===== src/sv/tkh_pkg.sv =====
// Shared types and constants of the triple key hash set checker.
`default_nettype none
package tkh_pkg;
  localparam int KEY_W = 35;
  localparam int TAG_W = 24;
  localparam int BND_W = 4;
  localparam int ST_W = 3;
  localparam int CFG_W = 4;
  localparam int SLOTS_LOG2_DEF = 12;
  localparam logic [CFG_W-1:0] CFG_RST = 4'd12;

  localparam logic [ST_W-1:0] ST_INSERTED = 3'd0;
  localparam logic [ST_W-1:0] ST_DUPLICATE = 3'd1;
  localparam logic [ST_W-1:0] ST_FULL = 3'd2;
  localparam logic [ST_W-1:0] ST_MATCH = 3'd3;
  localparam logic [ST_W-1:0] ST_MISSING = 3'd4;
  localparam logic [ST_W-1:0] ST_BOUND_MISMATCH = 3'd5;
  localparam logic [ST_W-1:0] ST_REPEAT = 3'd6;

  localparam logic [63:0] MIX_C1 = 64'hbf58476d1ce4e5b9;
  localparam logic [63:0] MIX_C2 = 64'h94d049bb133111eb;
  localparam logic [63:0] OFS_LO = 64'h9e3779b97f4a7c15;
  localparam logic [63:0] OFS_HI = 64'h243f6a8885a308d3;

  typedef struct packed {
    logic             valid;
    logic             matched;
    logic [KEY_W-1:0] outer;
    logic [KEY_W-1:0] low;
    logic [KEY_W-1:0] high;
    logic [BND_W-1:0] bound;
    logic [TAG_W-1:0] tag;
  } slot_t;

  localparam int SLOT_W = $bits(slot_t);
endpackage
`default_nettype wire


===== src/sv/tkh_hash.sv =====
// Iterative key hash: three mix finalizers on one shared 32x32 multiplier.
`default_nettype none
module tkh_hash (
  input  wire logic        clk_i,
  input  wire logic        rst_ni,
  input  wire logic        start_i,
  input  wire logic [63:0] v0_i,
  input  wire logic [63:0] v1_i,
  input  wire logic [63:0] v2_i,
  output logic             done_o,
  output logic [63:0]      hash_o
);
  import tkh_pkg::*;

  localparam logic [1:0] PH_P0 = 2'd0;
  localparam logic [1:0] PH_P1 = 2'd1;
  localparam logic [1:0] PH_P2 = 2'd2;
  localparam logic [1:0] PH_IDLE = 2'd3;

  logic [1:0]  phase_q, phase_d;
  logic [1:0]  idx_q, idx_d;
  logic        k_q, k_d;
  logic        done_q, done_d;
  logic [63:0] v_q, v_d, acc_q, acc_d, h_q, h_d;
  logic [63:0] cst, prod, sum, fin, nxt;
  logic [31:0] ma, mc;

  always_comb begin
    cst = k_q ? MIX_C2 : MIX_C1;
    ma = (phase_q == PH_P1) ? v_q[63:32] : v_q[31:0];
    mc = (phase_q == PH_P2) ? cst[63:32] : cst[31:0];
    prod = 64'(ma) * 64'(mc);
    sum = acc_q + {prod[31:0], 32'd0};
    fin = sum ^ (sum >> 31);
    nxt = (idx_q == 2'd0) ? v1_i : v2_i;
    phase_d = phase_q;
    idx_d = idx_q;
    k_d = k_q;
    v_d = v_q;
    acc_d = acc_q;
    h_d = h_q;
    done_d = 1'b0;
    if (start_i) begin
      phase_d = PH_P0;
      idx_d = 2'd0;
      k_d = 1'b0;
      h_d = '0;
      v_d = v0_i ^ (v0_i >> 30);
    end else begin
      unique case (phase_q)
        PH_P0: begin
          acc_d = prod;
          phase_d = PH_P1;
        end
        PH_P1: begin
          acc_d = sum;
          phase_d = PH_P2;
        end
        PH_P2: begin
          phase_d = PH_P0;
          if (!k_q) begin
            v_d = sum ^ (sum >> 27);
            k_d = 1'b1;
          end else begin
            h_d = h_q ^ fin;
            k_d = 1'b0;
            if (idx_q == 2'd2) begin
              phase_d = PH_IDLE;
              done_d = 1'b1;
            end else begin
              idx_d = idx_q + 2'd1;
              v_d = nxt ^ (nxt >> 30);
            end
          end
        end
        default: ;
      endcase
    end
  end

  always_ff @(posedge clk_i or negedge rst_ni) begin
    if (!rst_ni) begin
      phase_q <= PH_IDLE;
      idx_q <= '0;
      k_q <= 1'b0;
      done_q <= 1'b0;
    end else begin
      phase_q <= phase_d;
      idx_q <= idx_d;
      k_q <= k_d;
      done_q <= done_d;
    end
  end

  always_ff @(posedge clk_i) begin
    v_q <= v_d;
    acc_q <= acc_d;
    h_q <= h_d;
  end

  assign done_o = done_q;
  assign hash_o = h_q;
endmodule
`default_nettype wire


===== config.mk =====
export PLATFORM = sky130hd
export DESIGN_NAME = tkh_hash
export DESIGN_NICKNAME = d
export VERILOG_FILES = /design/src/sv/tkh_pkg.sv /design/src/sv/tkh_hash.sv
export SDC_FILE = /design/constraint.sdc
export NUM_CORES = 2
export LEC_CHECK = 0
export BUFFER_PORTS_ARGS = -buffer_cell sky130_fd_sc_hd__buf_4
export CAP_MARGIN = 20
export CORE_MARGIN = 1.5
export CORE_UTILIZATION = 58
export CTS_CLUSTER_SIZE = 40
export DETAILED_ROUTE_END_ITERATION = 12
export PLACE_DENSITY = 0.8
export SKIP_CTS_REPAIR_TIMING = 1
export SYNTH_ARGS = -nofsm -noshare
export SYNTH_HDL_FRONTEND = slang
export SYNTH_SLANG_ARGS = --single-unit

===== constraint.sdc =====
create_clock -name clk_i -period 11.2 [get_ports clk_i]
set_clock_uncertainty 0.15 [all_clocks]
set_input_delay 1.12 -clock clk_i [delete_from_list [all_inputs] [get_ports clk_i]]
set_output_delay 1.12 -clock clk_i [all_outputs]
set_load 0.01 [all_outputs]

==> Yosys cells after proc, flatten, opt, wreduce, memory -nomap -nowiden <==
Index checks and enable logic that the tools add are counted.
W data, S select, Z words.
{ "totals": {"register_bits": 198, "out_inout_bits": 65, "wordCells": 55} }
{ "op_classes": {"addsub": 2, "multipliers": 1, "eq_ne": 5, "n_mux": 24, "bitwise": 6, "n_reduce_logical": 10} }
{ "ops": {"columns": ["operator", "count"], "rows": [
  ["$mux W64", 5],
  ["$pmux W64 S2", 1],
  ["$xor A64 B34 Y64", 2],
  ["$add A64 B64 Y64", 1],
  ["$mul A32 B32 Y64", 1],
  ["$mux W32", 2],
  ["$xor A64 B33 Y64", 1],
  ["$xor A64 B37 Y64", 1],
  ["$xor A64 B64 Y64", 1],
  ["$mux W62", 1],
  ["$mux W2", 7],
  ["$mux W1", 7],
  ["$pmux W2 S3", 1],
  ["$reduce_and A2 Y1", 3],
  ["$reduce_bool A2 Y1", 3],
  ["$eq A2 B2 Y1 const B", 2],
  ["$logic_not A2 Y1", 2],
  ["$reduce_bool A4 Y1", 1],
  ["$ne A3 B3 Y1 const B", 1],
  ["$reduce_and A3 Y1", 1],
  ["$add A2 B1 Y2 const B", 1],
  ["$eq A2 B1 Y1 const B", 1],
  ["$ne A2 B2 Y1 const B", 1],
  ["$not A1 Y1", 1]
]} }

==> Logic depth before layout (Yosys ltp) <==
{ "logic_depth": {"ltp_word": 8, "depth_mapped": 43} }

==> Worst setup path after synthesis <==
OpenSTA, ideal clock, no wires.
{ "synth_path": {"path_kind": "register -> register", "startpoint": "register phase_q[0]", "endpoint": "register h_q[32] (netlist: hash_o[32])", "setup_ps": 70, "arrival_ps": 10619, "required_time_ps": 10980, "path_slack_ps": 361, "path_stages_with_launch": 39, "period_less_slack_ps": 10839, "cell_sequence": "dfstp_2 -> ha_1 -> clkbuf_1 -> clkbuf_1 -> mux2i_1 -> inv_1 -> nand2_1 -> nor2_1 -> nor2_1 -> fa_1 -> inv_1 -> fa_1 -> inv_1 -> fa_1 -> fa_1 -> inv_1 -> fa_1 -> ha_1 -> [3 not listed] -> clkbuf_1 -> a21o_1 -> a21o_1 -> or3_1 -> o21ai_0 -> o21ai_1 -> a31oi_1 -> xnor2_1 -> ha_1 -> clkbuf_1 -> a21o_1 -> or3_1 -> a2111o_1 -> nand2_2 -> o21ai_2 -> xor3_1 -> or3_1 -> a21oi_1"} }
{ "synth_via": {"elab_chain_cells": 6} }
{ "synth_lines": {"columns": ["item", "line_no", "rtl"], "rows": [
  ["start, declared", "tkh_hash.sv:20", "logic [1:0] phase_q, phase_d;"],
  ["start signal, assigned", "tkh_hash.sv:88", "phase_q <= phase_d;"],
  ["$eq A2 B1 Y1 or $eq A2 B2 Y1 (tied branches)", "tkh_hash.sv:30, tkh_hash.sv:31, tkh_hash.sv:50", null],
  ["$mux W32 (on tied branches)", "tkh_hash.sv:30, tkh_hash.sv:31", null],
  ["$mul A32 B32 Y64", "tkh_hash.sv:32", "prod = 64'(ma) * 64'(mc);"],
  ["$add A64 B64 Y64", "tkh_hash.sv:33", "sum = acc_q + {prod[31:0], 32'd0};"],
  ["$xor A64 B33 Y64", "tkh_hash.sv:34", "fin = sum ^ (sum >> 31);"],
  ["$xor A64 B64 Y64", "tkh_hash.sv:65", "h_d = h_q ^ fin;"],
  ["end signal, assigned", "tkh_hash.sv:98", "h_q <= h_d;"],
  ["end, declared", "tkh_hash.sv:24", "logic [63:0] v_q, v_d, acc_q, acc_d, h_q, h_d;"]
]} }
Parallel ways exist; a longest one is shown, timed or not.
A chain may end at the register's enable or synchronous reset.

==> Worst setup path after layout <==
{ "layout_path": {"startpoint": "register phase_q[1]", "endpoint": "register v_q[35] (data pin)"} }
{ "layout_via": {"elab_chain_cells": 8} }
{ "layout_lines": {"columns": ["item", "line_no", "rtl"], "rows": [
  ["$eq A2 B1 Y1 or $eq A2 B2 Y1 (tied branches)", "tkh_hash.sv:30, tkh_hash.sv:31", null],
  ["$mux W32 (on tied branches)", "tkh_hash.sv:30, tkh_hash.sv:31", null],
  ["$mul A32 B32 Y64 *", "tkh_hash.sv:32", null],
  ["$add A64 B64 Y64 *", "tkh_hash.sv:33", null],
  ["$xor A64 B37 Y64 *", "tkh_hash.sv:62", "v_d = sum ^ (sum >> 27);"],
  ["$mux W64 *", "tkh_hash.sv:61", "if (!k_q) begin"],
  ["$mux W64 *", "tkh_hash.sv:50", "unique case (phase_q)"],
  ["$mux W64 *", "tkh_hash.sv:43", "if (start_i) begin"],
  ["via v_d[35]", "tkh_hash.sv:24", null],
  ["end signal, assigned", "tkh_hash.sv:96", "v_q <= v_d;"],
  ["end, declared", "tkh_hash.sv:24", null]
]} }
Mark *: on every way through the listed nets, which the timed path passes. The rest lies on a longest branch. The select of a mux whose other input is x is not followed.

==> flow_summary_export.csv <==
group,metric,value,unit
outcome,status,"complete, but fails checks",
outcome,violations,"design-rule violations",
clocking,path_clk_slew,90,ps
setup_path,critPathLaunchType,"flip-flop",
global_routing,grt_util_all_layers,44.35,%
place,hpwl,140.7,mm
synthesis,synth_edf_count,128,
synthesis,yosysWarnings,0,
place,port_buffers,259,
die,die_w,270.8,um
die,core,0.07124,mm2
final_layout,syn2layout_area_growth,13.58,%
clocking,cts_made_buffers,17,
sta,finalSetupViolations,0,
clocking,cts_tree,"yes",
place,dpl.cell_count,5726,
sta,drv_slew,0,
setup_path,cp-startpoint,"phase_q[1]",
setup_path,cp_max_fo,8,
die,num_io_pins,260,
detailed_routing,wire_per_inst,27.82,um
clocking,htree_levels,4,
global_routing,grt_pass1_vias,34900,
synthesis,synth_area,0.04160,mm2
synthesis,synth-seq-area-share,12.69,%
clocking,cts_sinks,198,
synthesis,post-synth-top-count-cell,"inv_1",
synthesis,avgSynthCellArea,9.506,um2
synthesis,syn_inst,4376,
setup_path,r2r_start,"phase_q[1]",
flow_run,drv_cap,0,
synthesis,synth_top_area_share,39.51,%
synthesis,syn_nets,5761,
detailed_routing,routed_via_density,5.871,
setup_path,crit_required,11360,ps
clocking,clk_latency,470,ps
synthesis,synthTopCellsByCount,"972 x inv_1, 821 x fa_1, 369 x ha_1",
hold_path,hold_class,"input port to asynchronous set/reset pin",
setup_path,crit_type,"flip-flop to flip-flop",
final_layout,fin_cells,5768,
detailed_routing,firstDrtPassIters,9,
setup_path,cpPeakStageDelay,590,ps
global_routing,grt_remaining_overflow,0,
die,start_util,58.39,%
synthesis,ys_seq_elements,198,
setup_path,crit_path_end_kind,"flip-flop",
die,rows,98,
sta,hold_viol_final,0,
final_layout,drive_gt1_share,14.18,%
synthesis,yosysTopAreaCell,"fa_1",
synthesis,async_flop_share,3.030,%
global_routing,grt_pass1_wl,232.4,mm
global_routing,grt_max_degree,79,
detailed_routing,antenna_left,0,
final_layout,nets,6188,
die,die-area,0.07334,mm2
setup_path,worstPathArrival,11040,ps
sta,post-route-period-util,97.19,%
detailed_routing,drt_wl_total,160.5,mm
detailed_routing,routed-via-count,33870,
synthesis,synthFlopType,"edfxtp_1",
sta,fin_crit,10890,ps
clocking,cts-root-buf,"clkbuf_16",
detailed_routing,drc,4,
setup_path,slowest_stage,"dfstp_2",
sta,clock.fmax,91.87,MHz
sta,totalNegativeSetupSlack,0,ps
setup_path,crit_top_cell,"fa_1",
synthesis,synth.distinct_cells,80,
sta,worst_pin_slew,1037,ps
detailed_routing,drt_iter0_markers,4038,
clocking,cts_max_path_buffers,2,
place,gp_congestion,1.099,
global_routing,grt_antenna_before_repair,7,
die,die_h,270.8,um
synthesis,synth_area_leaders,"fa_1 40%, ha_1 11%, edfxtp_1 9.2%",
sta,relSlewSlack,30.40,%
==> path summary, 6_finish.rpt <==
path | slack, ps | cells after the start | to
setup / recovery | 310 | 37 | v_q[35]
hold / removal | 300 | 1 | k_q
setup reg to reg | 310 | 37 | v_q[35]
hold reg to reg | 340 | 2 | hash_o[18]
max in group asynchronous | 10390 | 1 | phase_q[0]
min in group clk_i | 340 | 2 | hash_o[18]
==> cells in the final DEF (no fill, tap or decap), types with 9 or more instances in the layout <==
cell	synthesis	layout
nand2_1	318	316
o22ai_1	15	15
ha_1	369	366
and2_1	9	9
or2_2	12	12
xor2_1	100	99
o21ai_0	198	198
inv_1	972	969
a211oi_1	13	13
nand4_1	20	20
a31oi_1	15	14
o21a_1	13	13
o211ai_1	26	26
mux2_2	27	24
o21bai_1	17	17
edfxtp_1	128	128
nand3_1	26	26
nor2_1	359	346
buf_4	0	552
clkbuf_16	0	17
dfxtp_1	64	64
fa_1	821	821
mux2i_1	79	78
or3_1	40	40
nor2b_1	43	43
and3_1	19	19
nand2b_1	24	24
nor3_1	18	18
a21o_1	70	70
a21oi_1	155	154
xnor2_1	150	148
==> metrics by stage <==
step / cell area, um2 / hold WS (ps) / util [%] / setup WS, ps
finish: 47250 / 301.6 / 66.32 / 315.0
floorplan: 41600 / 317.5 / - / 361.0
global route: 47240 / 296.9 / 66.31 / -22.88
global placement: 46420 / 314.3 / 65.16 / 260.5
detailed placement: 46420 / 326.9 / 65.16 / 128.9
CTS: 47040 / 287.6 / 66.03 / 47.75
==> kinds of logic after synthesis <==
family,count (synthesis),synth area share [%]
buffers and inverters,1125,10.16
and+or+nand+nor,906,9.517
AOI/OAI and AO/OA,593,8.717
adders and majority gates,1191,50.63
DFF,198,12.69
muxes,106,2.632
xor gates and xnor gates,257,5.652
==> worst max-delay path: cells and delay by family (launching register included) <==
kind,cells,cell delay (ps)
XOR/XNOR,1,210
AND/OR/NAND/NOR,7,1720
buffers and inverters,11,1430
multiplexers,1,420
adder cells (fa/ha/maj),11,5020
flip-flops,1,590
AO/OA/AOI/OAI,6,1150
==> flip-flops by register name (all words and copies together) (netlist names) <==
| register | flops |
|---|---|
| phase_q | 2 |
| k_q | 1 |
| acc_q | 64 |
| hash_o | 64 |
| idx_q | 2 |
| done_o | 1 |
| v_q | 64 |
==> per-layer routing <==
metal / part of all wire [%] / up-vias / track usage (%)
met2: 45 / 2093 / 69.13
met1: 37 / 16820 / 57.47
met3: 11 / 455 / 11.52
met4: 6.6 / 6 / 22.20
li1: - / 14500 / -
met5: 0.022 / - / 0
==> final cells by class <==
cell class | count | area, um2
antenna | 2 | 5.005
fill | 5916 | 24000
inverter | 976 | 3664
multi-input combinational | 3053 | 32250
tap | 950 | 1189
sequential | 198 | 5281
clock inverter | 15 | 192.7
timing repair buffer | 557 | 4234
clock buffer | 17 | 425.4
Power is left out: the tool's default activity adds up to more than one toggle a clock period on the data nets, which glitch-free logic cannot reach.
